[config.mk]
export PLATFORM = sky130hd
export DESIGN_NAME = touch_coordinate_orient_scale_deadband_unit
export DESIGN_NICKNAME = d
export VERILOG_FILES = /design/src/rtl/core/tcosd_pkg.sv /design/src/rtl/core/tcosd_regs.sv /design/src/rtl/core/tcosd_ctrl.sv /design/src/rtl/core/tcosd_dpath.sv /design/src/rtl/core/touch_coordinate_orient_scale_deadband_unit.sv
export SDC_FILE = /design/constraint.sdc
export NUM_CORES = 1
export LEC_CHECK = 0
export BUFFER_PORTS_ARGS = -buffer_cell sky130_fd_sc_hd__buf_2
export CAP_MARGIN = 20
export CORE_MARGIN = 4
export CORE_UTILIZATION = 40
export DETAILED_ROUTE_END_ITERATION = 6
export HOLD_SLACK_MARGIN = 0.05
export PLACE_DENSITY_LB_ADDON = 0.2
export SLEW_MARGIN = 20
export SYNTH_ARGS = -nofsm -noshare
export SYNTH_HDL_FRONTEND = slang
export SYNTH_SLANG_ARGS = --single-unit
[constraint.sdc]
create_clock -name clk -period 7.3 [get_ports clk]
set_clock_uncertainty 0.2 [all_clocks]
set_input_delay 0 -clock clk [delete_from_list [all_inputs] [get_ports clk]]
set_output_delay 0 -clock clk [all_outputs]
set_load 0.005 [all_outputs]
[src/rtl/core/tcosd_pkg.sv]
// Shared types and constants for the touch coordinate orient/scale/deadband unit.
// Depends on nothing; used by the register block, controller, datapath and top level.
package tcosd_pkg;

  localparam int RAW_W     = 12;   // raw coordinate and register field width
  localparam int POS_W     = 13;   // filtered position width
  localparam int PROD_W    = 2 * RAW_W;
  localparam int DIV_BITS  = 2;    // quotient bits retired per divider cycle
  localparam int DIV_STEPS = PROD_W / DIV_BITS;
  localparam int APB_AW    = 5;
  localparam int APB_DW    = 32;

  // register indexes (byte address = 4 * index)
  localparam logic [2:0] REG_ENABLED     = 3'd0;
  localparam logic [2:0] REG_DISP_WIDTH  = 3'd1;
  localparam logic [2:0] REG_DISP_HEIGHT = 3'd2;
  localparam logic [2:0] REG_ORIENTATION = 3'd3;
  localparam logic [2:0] REG_ACCURACY    = 3'd4;
  localparam logic [2:0] REG_PANEL_MAX_X = 3'd5;
  localparam logic [2:0] REG_PANEL_MAX_Y = 3'd6;

  // orientation bits
  localparam int ORI_SWAP     = 0;
  localparam int ORI_MIRROR_X = 1;
  localparam int ORI_MIRROR_Y = 2;

  localparam logic [RAW_W-1:0] RST_DISP_WIDTH  = 12'd800;
  localparam logic [RAW_W-1:0] RST_DISP_HEIGHT = 12'd480;
  localparam logic [RAW_W-1:0] RST_PANEL_MAX_X = 12'd800;
  localparam logic [RAW_W-1:0] RST_PANEL_MAX_Y = 12'd480;

  typedef struct packed {
    logic             enabled;
    logic [RAW_W-1:0] display_width;
    logic [RAW_W-1:0] display_height;
    logic [2:0]       orientation;
    logic [RAW_W-1:0] accuracy;
    logic [RAW_W-1:0] panel_max_x;
    logic [RAW_W-1:0] panel_max_y;
  } tcosd_cfg_t;

  typedef struct packed {
    logic capture;    // take the request into the datapath
    logic orient;     // swap / mirror
    logic mul;        // coordinate * display size, divider init
    logic div_step;   // two quotient bits
    logic div_store;  // saturate and keep the scaled axis
    logic axis;       // 0 = X, 1 = Y
    logic load_out;   // deadband decision, result and state update
  } tcosd_cmd_t;

  typedef struct packed {
    logic work;       // enabled and touch present: scaling needed
  } tcosd_stat_t;

endpackage

[src/rtl/core/tcosd_regs.sv]
// Configuration register file behind an APB-style port.
// Depends on tcosd_pkg.
module tcosd_regs (
  input  logic                            clk,
  input  logic                            rst,
  input  logic                            psel,
  input  logic                            penable,
  input  logic                            pwrite,
  input  logic [tcosd_pkg::APB_AW-1:0]    paddr,
  input  logic [tcosd_pkg::APB_DW-1:0]    pwdata,
  output logic [tcosd_pkg::APB_DW-1:0]    prdata,
  output logic                            pready,
  output tcosd_pkg::tcosd_cfg_t           cfg
);

  logic       wr_en;
  logic [2:0] idx;

  assign pready = 1'b1;
  assign wr_en  = psel & penable & pwrite;
  assign idx    = paddr[4:2];

  always_ff @(posedge clk) begin
    if (rst) begin
      cfg.enabled        <= 1'b1;
      cfg.display_width  <= tcosd_pkg::RST_DISP_WIDTH;
      cfg.display_height <= tcosd_pkg::RST_DISP_HEIGHT;
      cfg.orientation    <= 3'd0;
      cfg.accuracy       <= '0;
      cfg.panel_max_x    <= tcosd_pkg::RST_PANEL_MAX_X;
      cfg.panel_max_y    <= tcosd_pkg::RST_PANEL_MAX_Y;
    end else if (wr_en) begin
      case (idx)
        tcosd_pkg::REG_ENABLED:     cfg.enabled        <= pwdata[0];
        tcosd_pkg::REG_DISP_WIDTH:  cfg.display_width  <= pwdata[tcosd_pkg::RAW_W-1:0];
        tcosd_pkg::REG_DISP_HEIGHT: cfg.display_height <= pwdata[tcosd_pkg::RAW_W-1:0];
        tcosd_pkg::REG_ORIENTATION: cfg.orientation    <= pwdata[2:0];
        tcosd_pkg::REG_ACCURACY:    cfg.accuracy       <= pwdata[tcosd_pkg::RAW_W-1:0];
        tcosd_pkg::REG_PANEL_MAX_X: cfg.panel_max_x    <= pwdata[tcosd_pkg::RAW_W-1:0];
        tcosd_pkg::REG_PANEL_MAX_Y: cfg.panel_max_y    <= pwdata[tcosd_pkg::RAW_W-1:0];
        default: ;
      endcase
    end
  end

  always_comb begin
    prdata = '0;
    case (idx)
      tcosd_pkg::REG_ENABLED:     prdata = {{(tcosd_pkg::APB_DW-1){1'b0}}, cfg.enabled};
      tcosd_pkg::REG_DISP_WIDTH:  prdata = tcosd_pkg::APB_DW'(cfg.display_width);
      tcosd_pkg::REG_DISP_HEIGHT: prdata = tcosd_pkg::APB_DW'(cfg.display_height);
      tcosd_pkg::REG_ORIENTATION: prdata = tcosd_pkg::APB_DW'(cfg.orientation);
      tcosd_pkg::REG_ACCURACY:    prdata = tcosd_pkg::APB_DW'(cfg.accuracy);
      tcosd_pkg::REG_PANEL_MAX_X: prdata = tcosd_pkg::APB_DW'(cfg.panel_max_x);
      tcosd_pkg::REG_PANEL_MAX_Y: prdata = tcosd_pkg::APB_DW'(cfg.panel_max_y);
      default:                    prdata = '0;
    endcase
  end

endmodule

[src/rtl/core/tcosd_ctrl.sv]
// Sequencer: steps one request through orient, multiply, divide and deadband.
// Depends on tcosd_pkg; drives tcosd_dpath through command signals.
module tcosd_ctrl (
  input  logic                     clk,
  input  logic                     rst,
  input  logic                     in_valid,
  output logic                     in_ready,
  output logic                     out_valid,
  input  logic                     out_ready,
  input  tcosd_pkg::tcosd_stat_t   stat,
  output tcosd_pkg::tcosd_cmd_t    cmd
);

  localparam logic [2:0] S_IDLE   = 3'd0;
  localparam logic [2:0] S_ORIENT = 3'd1;
  localparam logic [2:0] S_MUL    = 3'd2;
  localparam logic [2:0] S_DIV    = 3'd3;
  localparam logic [2:0] S_STORE  = 3'd4;
  localparam logic [2:0] S_DECIDE = 3'd5;

  localparam int CNT_W = $clog2(tcosd_pkg::DIV_STEPS);

  logic [2:0]       state, state_next;
  logic             axis, axis_next;
  logic [CNT_W-1:0] cnt, cnt_next;
  logic             out_valid_next;

  assign in_ready = (state == S_IDLE);

  always_comb begin
    state_next     = state;
    axis_next      = axis;
    cnt_next       = cnt;
    out_valid_next = out_valid & ~out_ready;
    cmd            = '0;
    cmd.axis       = axis;
    case (state)
      S_IDLE: begin
        if (in_valid) begin
          cmd.capture = 1'b1;
          state_next  = S_ORIENT;
        end
      end
      S_ORIENT: begin
        if (stat.work) begin
          cmd.orient = 1'b1;
          axis_next  = 1'b0;
          state_next = S_MUL;
        end else begin
          state_next = S_DECIDE;
        end
      end
      S_MUL: begin
        cmd.mul    = 1'b1;
        cnt_next   = '0;
        state_next = S_DIV;
      end
      S_DIV: begin
        cmd.div_step = 1'b1;
        cnt_next     = cnt + 1'b1;
        if (cnt == CNT_W'(tcosd_pkg::DIV_STEPS - 1)) begin
          state_next = S_STORE;
        end
      end
      S_STORE: begin
        cmd.div_store = 1'b1;
        if (!axis) begin
          axis_next  = 1'b1;
          state_next = S_MUL;
        end else begin
          state_next = S_DECIDE;
        end
      end
      S_DECIDE: begin
        if (!out_valid || out_ready) begin
          cmd.load_out   = 1'b1;
          out_valid_next = 1'b1;
          state_next     = S_IDLE;
        end
      end
      default: state_next = S_IDLE;
    endcase
  end

  always_ff @(posedge clk) begin
    if (rst) begin
      state     <= S_IDLE;
      axis      <= 1'b0;
      cnt       <= '0;
      out_valid <= 1'b0;
    end else begin
      state     <= state_next;
      axis      <= axis_next;
      cnt       <= cnt_next;
      out_valid <= out_valid_next;
    end
  end

endmodule

[src/rtl/core/tcosd_dpath.sv]
// Datapath: request registers, swap/mirror, multiplier, radix-4 divider,
// deadband filter, stored position and result register. Depends on tcosd_pkg.
module tcosd_dpath #(
  parameter int COORD_BITS = 12
) (
  input  logic                               clk,
  input  logic                               rst,
  input  tcosd_pkg::tcosd_cfg_t              cfg,
  input  tcosd_pkg::tcosd_cmd_t              cmd,
  output tcosd_pkg::tcosd_stat_t             stat,
  input  logic                               touch_present,
  input  logic [tcosd_pkg::RAW_W-1:0]        raw_x,
  input  logic [tcosd_pkg::RAW_W-1:0]        raw_y,
  output logic                               status,
  output logic                               detected,
  output logic [tcosd_pkg::POS_W-1:0]        pos_x,
  output logic [tcosd_pkg::POS_W-1:0]        pos_y
);

  localparam int RW = tcosd_pkg::RAW_W;
  localparam int PW = tcosd_pkg::PROD_W;
  localparam int QW = tcosd_pkg::POS_W;
  localparam int W  = (COORD_BITS > QW) ? COORD_BITS : QW;

  logic                  touch_q, en_q;
  logic [RW-1:0]         rx, ry, cx, cy;
  logic [PW-1:0]         num;
  logic [RW-1:0]         rem;
  logic [COORD_BITS-1:0] sx, sy;
  logic [COORD_BITS-1:0] last_x, last_y;
  logic                  last_valid;

  // swap / mirror
  logic [RW-1:0] ox, oy, mx, my;
  // divider step
  logic [RW-1:0] dvs;
  logic [RW:0]   t1, t2, r1, r2;
  logic          ge1, ge2;
  logic [COORD_BITS-1:0] qsat;
  // deadband
  logic [QW-1:0] fb_x, fb_y;
  logic [W-1:0]  px, py, nx, ny, dx, dy;
  logic          upd;

  assign stat.work = en_q & touch_q;

  always_comb begin
    ox = cfg.orientation[tcosd_pkg::ORI_SWAP] ? ry : rx;
    oy = cfg.orientation[tcosd_pkg::ORI_SWAP] ? rx : ry;
    mx = (ox >= cfg.panel_max_x) ? '0 : cfg.panel_max_x - ox - 1'b1;
    my = (oy >= cfg.panel_max_y) ? '0 : cfg.panel_max_y - oy - 1'b1;
  end

  // two restoring steps per cycle; a zero divisor gives all ones, hence saturation
  always_comb begin
    dvs = cmd.axis ? cfg.panel_max_y : cfg.panel_max_x;
    t1  = {rem, num[PW-1]};
    ge1 = (t1 >= {1'b0, dvs});
    r1  = ge1 ? t1 - {1'b0, dvs} : t1;
    t2  = {r1[RW-1:0], num[PW-2]};
    ge2 = (t2 >= {1'b0, dvs});
    r2  = ge2 ? t2 - {1'b0, dvs} : t2;
    qsat = (|num[PW-1:COORD_BITS]) ? '1 : num[COORD_BITS-1:0];
  end

  always_comb begin
    fb_x = QW'({1'b0, cfg.display_width} + {1'b0, cfg.accuracy} + 1'b1);
    fb_y = QW'({1'b0, cfg.display_height} + {1'b0, cfg.accuracy} + 1'b1);
    px   = last_valid ? W'(last_x) : W'(fb_x);
    py   = last_valid ? W'(last_y) : W'(fb_y);
    nx   = W'(sx);
    ny   = W'(sy);
    dx   = (nx > px) ? nx - px : px - nx;
    dy   = (ny > py) ? ny - py : py - ny;
    upd  = en_q & touch_q & ((dx > W'(cfg.accuracy)) || (dy > W'(cfg.accuracy)));
  end

  always_ff @(posedge clk) begin
    if (cmd.capture) begin
      touch_q <= touch_present;
      en_q    <= cfg.enabled;
      rx      <= raw_x;
      ry      <= raw_y;
    end
    if (cmd.orient) begin
      cx <= cfg.orientation[tcosd_pkg::ORI_MIRROR_X] ? mx : ox;
      cy <= cfg.orientation[tcosd_pkg::ORI_MIRROR_Y] ? my : oy;
    end
    if (cmd.mul) begin
      num <= cmd.axis ? PW'(cy) * PW'(cfg.display_height)
                      : PW'(cx) * PW'(cfg.display_width);
      rem <= '0;
    end else if (cmd.div_step) begin
      num <= {num[PW-3:0], ge1, ge2};
      rem <= r2[RW-1:0];
    end
    if (cmd.div_store) begin
      if (cmd.axis) sy <= qsat;
      else          sx <= qsat;
    end
    if (cmd.load_out) begin
      status   <= ~en_q;
      detected <= en_q & touch_q;
      pos_x    <= !en_q ? '0 : (upd ? nx[QW-1:0] : px[QW-1:0]);
      pos_y    <= !en_q ? '0 : (upd ? ny[QW-1:0] : py[QW-1:0]);
      if (upd) begin
        last_x <= sx;
        last_y <= sy;
      end
    end
  end

  always_ff @(posedge clk) begin
    if (rst) begin
      last_valid <= 1'b0;
    end else if (cmd.load_out && upd) begin
      last_valid <= 1'b1;
    end
  end

endmodule

[src/rtl/core/touch_coordinate_orient_scale_deadband_unit.sv]
// Top level of the touch coordinate orient/scale/deadband unit.
// Depends on tcosd_pkg, tcosd_regs, tcosd_ctrl and tcosd_dpath.
//
// Use:
//  - Input channel (in_valid/in_ready) carries one touch sample request:
//    touch_present, raw_x, raw_y. Output channel (out_valid/out_ready)
//    carries status, detected, pos_x, pos_y, one result per request.
//  - One request at a time. A touching request with the block enabled runs
//    from acceptance to out_valid through orient, then per axis multiply,
//    the divider steps and saturate, then the deadband step; the radix-4
//    divider is shared by both axes. No touch, or disabled: orient goes
//    straight to the deadband step. in_ready is high again the cycle after
//    the result is loaded, so the next request overlaps a result that is
//    still waiting; a new request is not taken before the last is loaded.
//  - If the receiver stalls, the result stays in the output register and the
//    next request is worked up to its deadband step, where it waits.
//  - APB-style configuration port, register i at byte 4*i; pready always
//    high. Write registers only while no request is in flight.
//  - Reset (rst, synchronous): registers to defaults, no stored position;
//    a first touch outside the deadband moves the position; channels empty.
module touch_coordinate_orient_scale_deadband_unit #(
  parameter int COORD_BITS = 12
) (
  input  logic                               clk,
  input  logic                               rst,
  input  logic                               in_valid,
  output logic                               in_ready,
  input  logic                               touch_present,
  input  logic [tcosd_pkg::RAW_W-1:0]        raw_x,
  input  logic [tcosd_pkg::RAW_W-1:0]        raw_y,
  output logic                               out_valid,
  input  logic                               out_ready,
  output logic                               status,
  output logic                               detected,
  output logic [tcosd_pkg::POS_W-1:0]        pos_x,
  output logic [tcosd_pkg::POS_W-1:0]        pos_y,
  input  logic                               psel,
  input  logic                               penable,
  input  logic                               pwrite,
  input  logic [tcosd_pkg::APB_AW-1:0]       paddr,
  input  logic [tcosd_pkg::APB_DW-1:0]       pwdata,
  output logic [tcosd_pkg::APB_DW-1:0]       prdata,
  output logic                               pready
);

  tcosd_pkg::tcosd_cfg_t  cfg;
  tcosd_pkg::tcosd_cmd_t  cmd;
  tcosd_pkg::tcosd_stat_t stat;

  tcosd_regs u_regs (
    .clk     (clk),
    .rst     (rst),
    .psel    (psel),
    .penable (penable),
    .pwrite  (pwrite),
    .paddr   (paddr),
    .pwdata  (pwdata),
    .prdata  (prdata),
    .pready  (pready),
    .cfg     (cfg)
  );

  tcosd_ctrl u_ctrl (
    .clk       (clk),
    .rst       (rst),
    .in_valid  (in_valid),
    .in_ready  (in_ready),
    .out_valid (out_valid),
    .out_ready (out_ready),
    .stat      (stat),
    .cmd       (cmd)
  );

  tcosd_dpath #(
    .COORD_BITS (COORD_BITS)
  ) u_dpath (
    .clk           (clk),
    .rst           (rst),
    .cfg           (cfg),
    .cmd           (cmd),
    .stat          (stat),
    .touch_present (touch_present),
    .raw_x         (raw_x),
    .raw_y         (raw_y),
    .status        (status),
    .detected      (detected),
    .pos_x         (pos_x),
    .pos_y         (pos_y)
  );

  // one request at a time: acceptance closes the input until the result loads
  a_single_request: assert property (@(posedge clk) disable iff (rst)
    (in_valid && in_ready) |=> !in_ready)
    else $error("second request accepted while one is in flight");

  // a fresh result always hands the input side back
  a_result_frees_input: assert property (@(posedge clk) disable iff (rst)
    $rose(out_valid) |-> in_ready)
    else $error("result loaded but input not reopened");

  // busy results carry no position
  a_busy_clean: assert property (@(posedge clk) disable iff (rst)
    (out_valid && status) |-> (!detected && pos_x == '0 && pos_y == '0))
    else $error("busy result with non-zero fields");

endmodule

==> results.json <==
{
  "yosysWarningCount": 0,
  "hold_path_depth": 4,
  "post-route-min-period_ps": 7000,
  "final_cell_mix": "440 x nand2_1, 384 x inv_1, 289 x ha_1, 210 x fa_1, 170 x a21oi_1",
  "min_delay_worst_endpoint": "u_ctrl.out_valid$_SDFF_PP0_",
  "dpl.hpwl_um": 60700,
  "viasPerCell": 5.40,
  "critPathTopFamily": "compound AO/OA/AOI/OAI gates",
  "io_buffers": 88,
  "cap_violations": 0,
  "die_h_um": 261,
  "detail_route.first_pass.iterations": 5,
  "critPathMaxFanout": 21,
  "syn_to_final_growth_pct": 13.3,
  "track_usage_pct": 22.7,
  "synth_cell_types": 82,
  "p_per_area_nw_per_um2": 202,
  "r2r_cells": 33,
  "ys_ff_latch": 236,
  "drcViolationCount": 0,
  "max_freq_mhz": 143,
  "combPwrFrac_pct": 46.1,
  "wire_per_inst_um": 19.8,
  "drtIter0Drc": 1313,
  "power_leakage_uw": 0.0131,
  "synth_ff_type": "edfxtp_1",
  "nFillCells": 6122,
  "num_vias": 21100,
  "drive_gt1_share_pct": 9.60,
  "arrival_ps": 7190,
  "initial_core_util_pct": 40.6,
  "cts_buffer_depth": 3,
  "fin_util_pct": 46.0,
  "cts.htree.levels": 1,
  "antenna_cells": 0,
  "syn_area_per_cell_um2": 8.89,
  "tightest_slew_ps": 1080,
  "cp_data_required_time_ps": 7490,
  "timing.rr.end": "u_dpath.pos_x[3]$_SDFFCE_PN0P_",
  "grt_max_degree": 75,
  "mostFrequentLayoutCell": "nand2_1",
  "cts.sink_count": 236,
  "hold_viol": 0,
  "cp_slowest_cell": "fa_1",
  "intPower_uw": 3650,
  "critPathCaptureType": "flip-flop",
  "drt.antenna.violating_nets": 0,
  "nets": 3609,
  "synthArstFlopShare_pct": 0,
  "setup_viol": 0,
  "row_count": 92,
  "p_clk_share_pct": 26.0,
  "dp.cells": 3778,
  "r2r-start": "u_regs.cfg[24]$_SDFFE_PP0P_",
  "final_area_um2": 29100,
  "grt_pass1_wl_um": 121000,
  "first_global_vias": 21523,
  "power_switching_uw": 2240,
  "p_total_uw": 5890,
  "swShare_pct": 38.1,
  "hp-start": "out_ready",
  "timing.slew.headroom_pct": 27.6,
  "cts_buffers": 28,
  "hold_ws_ps": 110,
  "cp_common_cell": "ha_1",
  "post_dp_cell_area_um2": 27300,
  "gp_congestion": 0.936,
  "finalCritPeriodShare_pct": 95.9,
  "antenna_found_initial": 0,
  "drv_slew": 0,
  "clock_latency_ps": 580,
  "path_buf_inv": 4,
  "peakVddDrop_uv": 182,
  "ff2ff_setup_slack_ps": 300,
  "ys_seq_area_share_pct": 24.2,
  "fin_cells": 3909,
  "fp.dieW_um": 261,
  "status": "complete, no violations",
  "synth_cells": 2888,
  "drt_wl_total_um": 77600,
  "slowest_delay_ps": 420,
  "design.core.area_um2": 63300,
  "path_class": "flip-flop to flip-flop",
  "cts_tree": "yes",
  "die_area_um2": 68300,
  "grt-ovfl-total": 0,
  "synth_edf_count": 150,
  "cp-start-kind": "flip-flop",
  "seqPwrFrac_pct": 27.9,
  "io_pins": 132,
  "clockRootBuffer": "clkbuf_16",
  "hp-class": "input pin to flip-flop",
  "netlist_area_um2": 25700,
  "path_clk_slew_ps": 60
}
## kinds of logic (layout without fill, tap and decap cells)
kind of cell,count (synthesis),after routing,synth area share (%)
AOI/OAI and AO/OA,571,571,14.6
xor gates and xnor gates,101,101,3.44
adders and majority gates,499,499,30.4
buffers and inverters,531,687,8.22
DFF,236,236,24.2
muxes,95,95,3.85
other,2,21,0.0292
and+or+nand+nor,853,853,15.2
## power by group through the flow
stage	Clock, uW	Sequential (uW)	Combinational, uW
6_report	1530	1640	2720
3_5_place_dp	0	1670	2660
2_1_floorplan	0	1600	2140
4_1_cts	1560	1640	2710
5_1_grt	1610	1650	3100
3_3_place_gp	0	1660	2630
## state kept, by name, indices dropped and copies added, names as in the netlist, 12 cells and up
| register | flops |
|---|---|
| u_dpath.cx | 12 |
| u_dpath.cy | 12 |
| u_dpath.last_x | 12 |
| u_dpath.last_y | 12 |
| u_dpath.num | 24 |
| u_dpath.pos_x | 13 |
| u_dpath.pos_y | 13 |
| u_dpath.rem | 12 |
| u_dpath.rx | 12 |
| u_dpath.ry | 12 |
| u_dpath.sx | 12 |
| u_dpath.sy | 12 |
| u_regs.cfg | 64 |
## worst max-delay path by stage
stage / from / endpoint / slack [ps] / cells past startpoint
2_1_floorplan: u_regs.cfg[51]$_SDFFE_PP0P_ / u_dpath.last_x[0]$_DFFE_PP_ / 470 / 32
3_3_place_gp: u_regs.cfg[24]$_SDFFE_PP0P_ / u_dpath.pos_y[4]$_SDFFCE_PN0P_ / 250 / 32
3_5_place_dp: u_regs.cfg[24]$_SDFFE_PP0P_ / u_dpath.pos_x[3]$_SDFFCE_PN0P_ / 70 / 32
4_1_cts: u_regs.cfg[24]$_SDFFE_PP0P_ / u_dpath.pos_x[3]$_SDFFCE_PN0P_ / 40 / 32
5_1_grt: u_regs.cfg[24]$_SDFFE_PP0P_ / u_dpath.pos_x[2]$_SDFFCE_PN0P_ / -20 / 33
6_report: u_regs.cfg[24]$_SDFFE_PP0P_ / u_dpath.pos_x[3]$_SDFFCE_PN0P_ / 300 / 33
## synthesized netlist by cell type (6+ instances only)
master	instances	area share [%]
a21boi_0	9	0.26
or2_2	18	0.44
buf_4	23	0.67
nor4_1	6	0.15
fa_1	210	16
a31oi_1	17	0.41
o32ai_1	9	0.31
nand4_1	13	0.32
a22oi_1	11	0.32
o21a_1	21	0.61
nand3b_1	13	0.38
ha_1	289	14
or3_1	9	0.22
nand2b_1	27	0.66
clkbuf_1	107	1.6
o211ai_1	12	0.35
buf_1	6	0.088
o21bai_1	12	0.35
edfxtp_1	150	18
o21ai_1	8	0.16
nand3_1	31	0.60
inv_1	384	5.6
a211oi_1	19	0.56
nand2_1	440	6.4
o221ai_1	7	0.24
mux2i_1	73	2.8
mux2_2	21	0.92
nor2_1	123	1.8
and3_1	11	0.27
a211oi_2	11	0.54
o22ai_1	22	0.54
nor2b_1	23	0.56
dfxtp_1	86	6.7
xor2_1	47	1.6
o21ai_0	106	2.1
xnor2_1	54	1.8
o31ai_1	13	0.38
a21o_1	62	1.8
and2_1	90	2.2
nor3_1	33	0.64
a21oi_1	171	3.3
buf_2	7	0.14
a211o_1	15	0.51
## per-layer routing
layer | GRT usage, % | up-vias | part of all wire [%]
met1 | 30.2 | 10298 | 44
met5 | 0 | - | 0
li1 | - | 9959 | -
met3 | 3.71 | 174 | 6.2
met2 | 36.6 | 669 | 45
met4 | 9.77 | 0 | 5.2
## final cells by class
class | count | area, um^2 | area share (%)
inverters | 386 | 1450 | 4.98
multi-input cells | 2140 | 17500 | 60.1
repair buffers | 249 | 1900 | 6.51
flip-flops and latches | 236 | 6230 | 21.4
clock buffers | 36 | 752 | 2.58
well taps | 846 | 1060 | 3.64
clock inverters | 16 | 235 | 0.808
## through the flow
| step | setup slack, ps | TNS, ps |
|---|---|---|
| floorplan | 466 | 0 |
| global placement | 255 | 0 |
| detailed placement | 68.7 | 0 |
| CTS | 36.9 | 0 |
| global route | -22.9 | -36.9 |
| finish | 298 | 0 |
## timing repair
item / in CTS / in global routing
endpoints found under the setup margin: 0 / 51
gates resized for setup: 0 / 15
setup buffers: 0 / 3
hold buffers: 75 / 0
hold endpoints to repair: 125 / 0
## worst min-delay path, cell delays in order
cell and delay (ps):
dlygate4sd3_1 520, buf_2 90, nand2b_1 150, a21oi_1 80
Note: power is estimated with default switching activity, not from simulation.
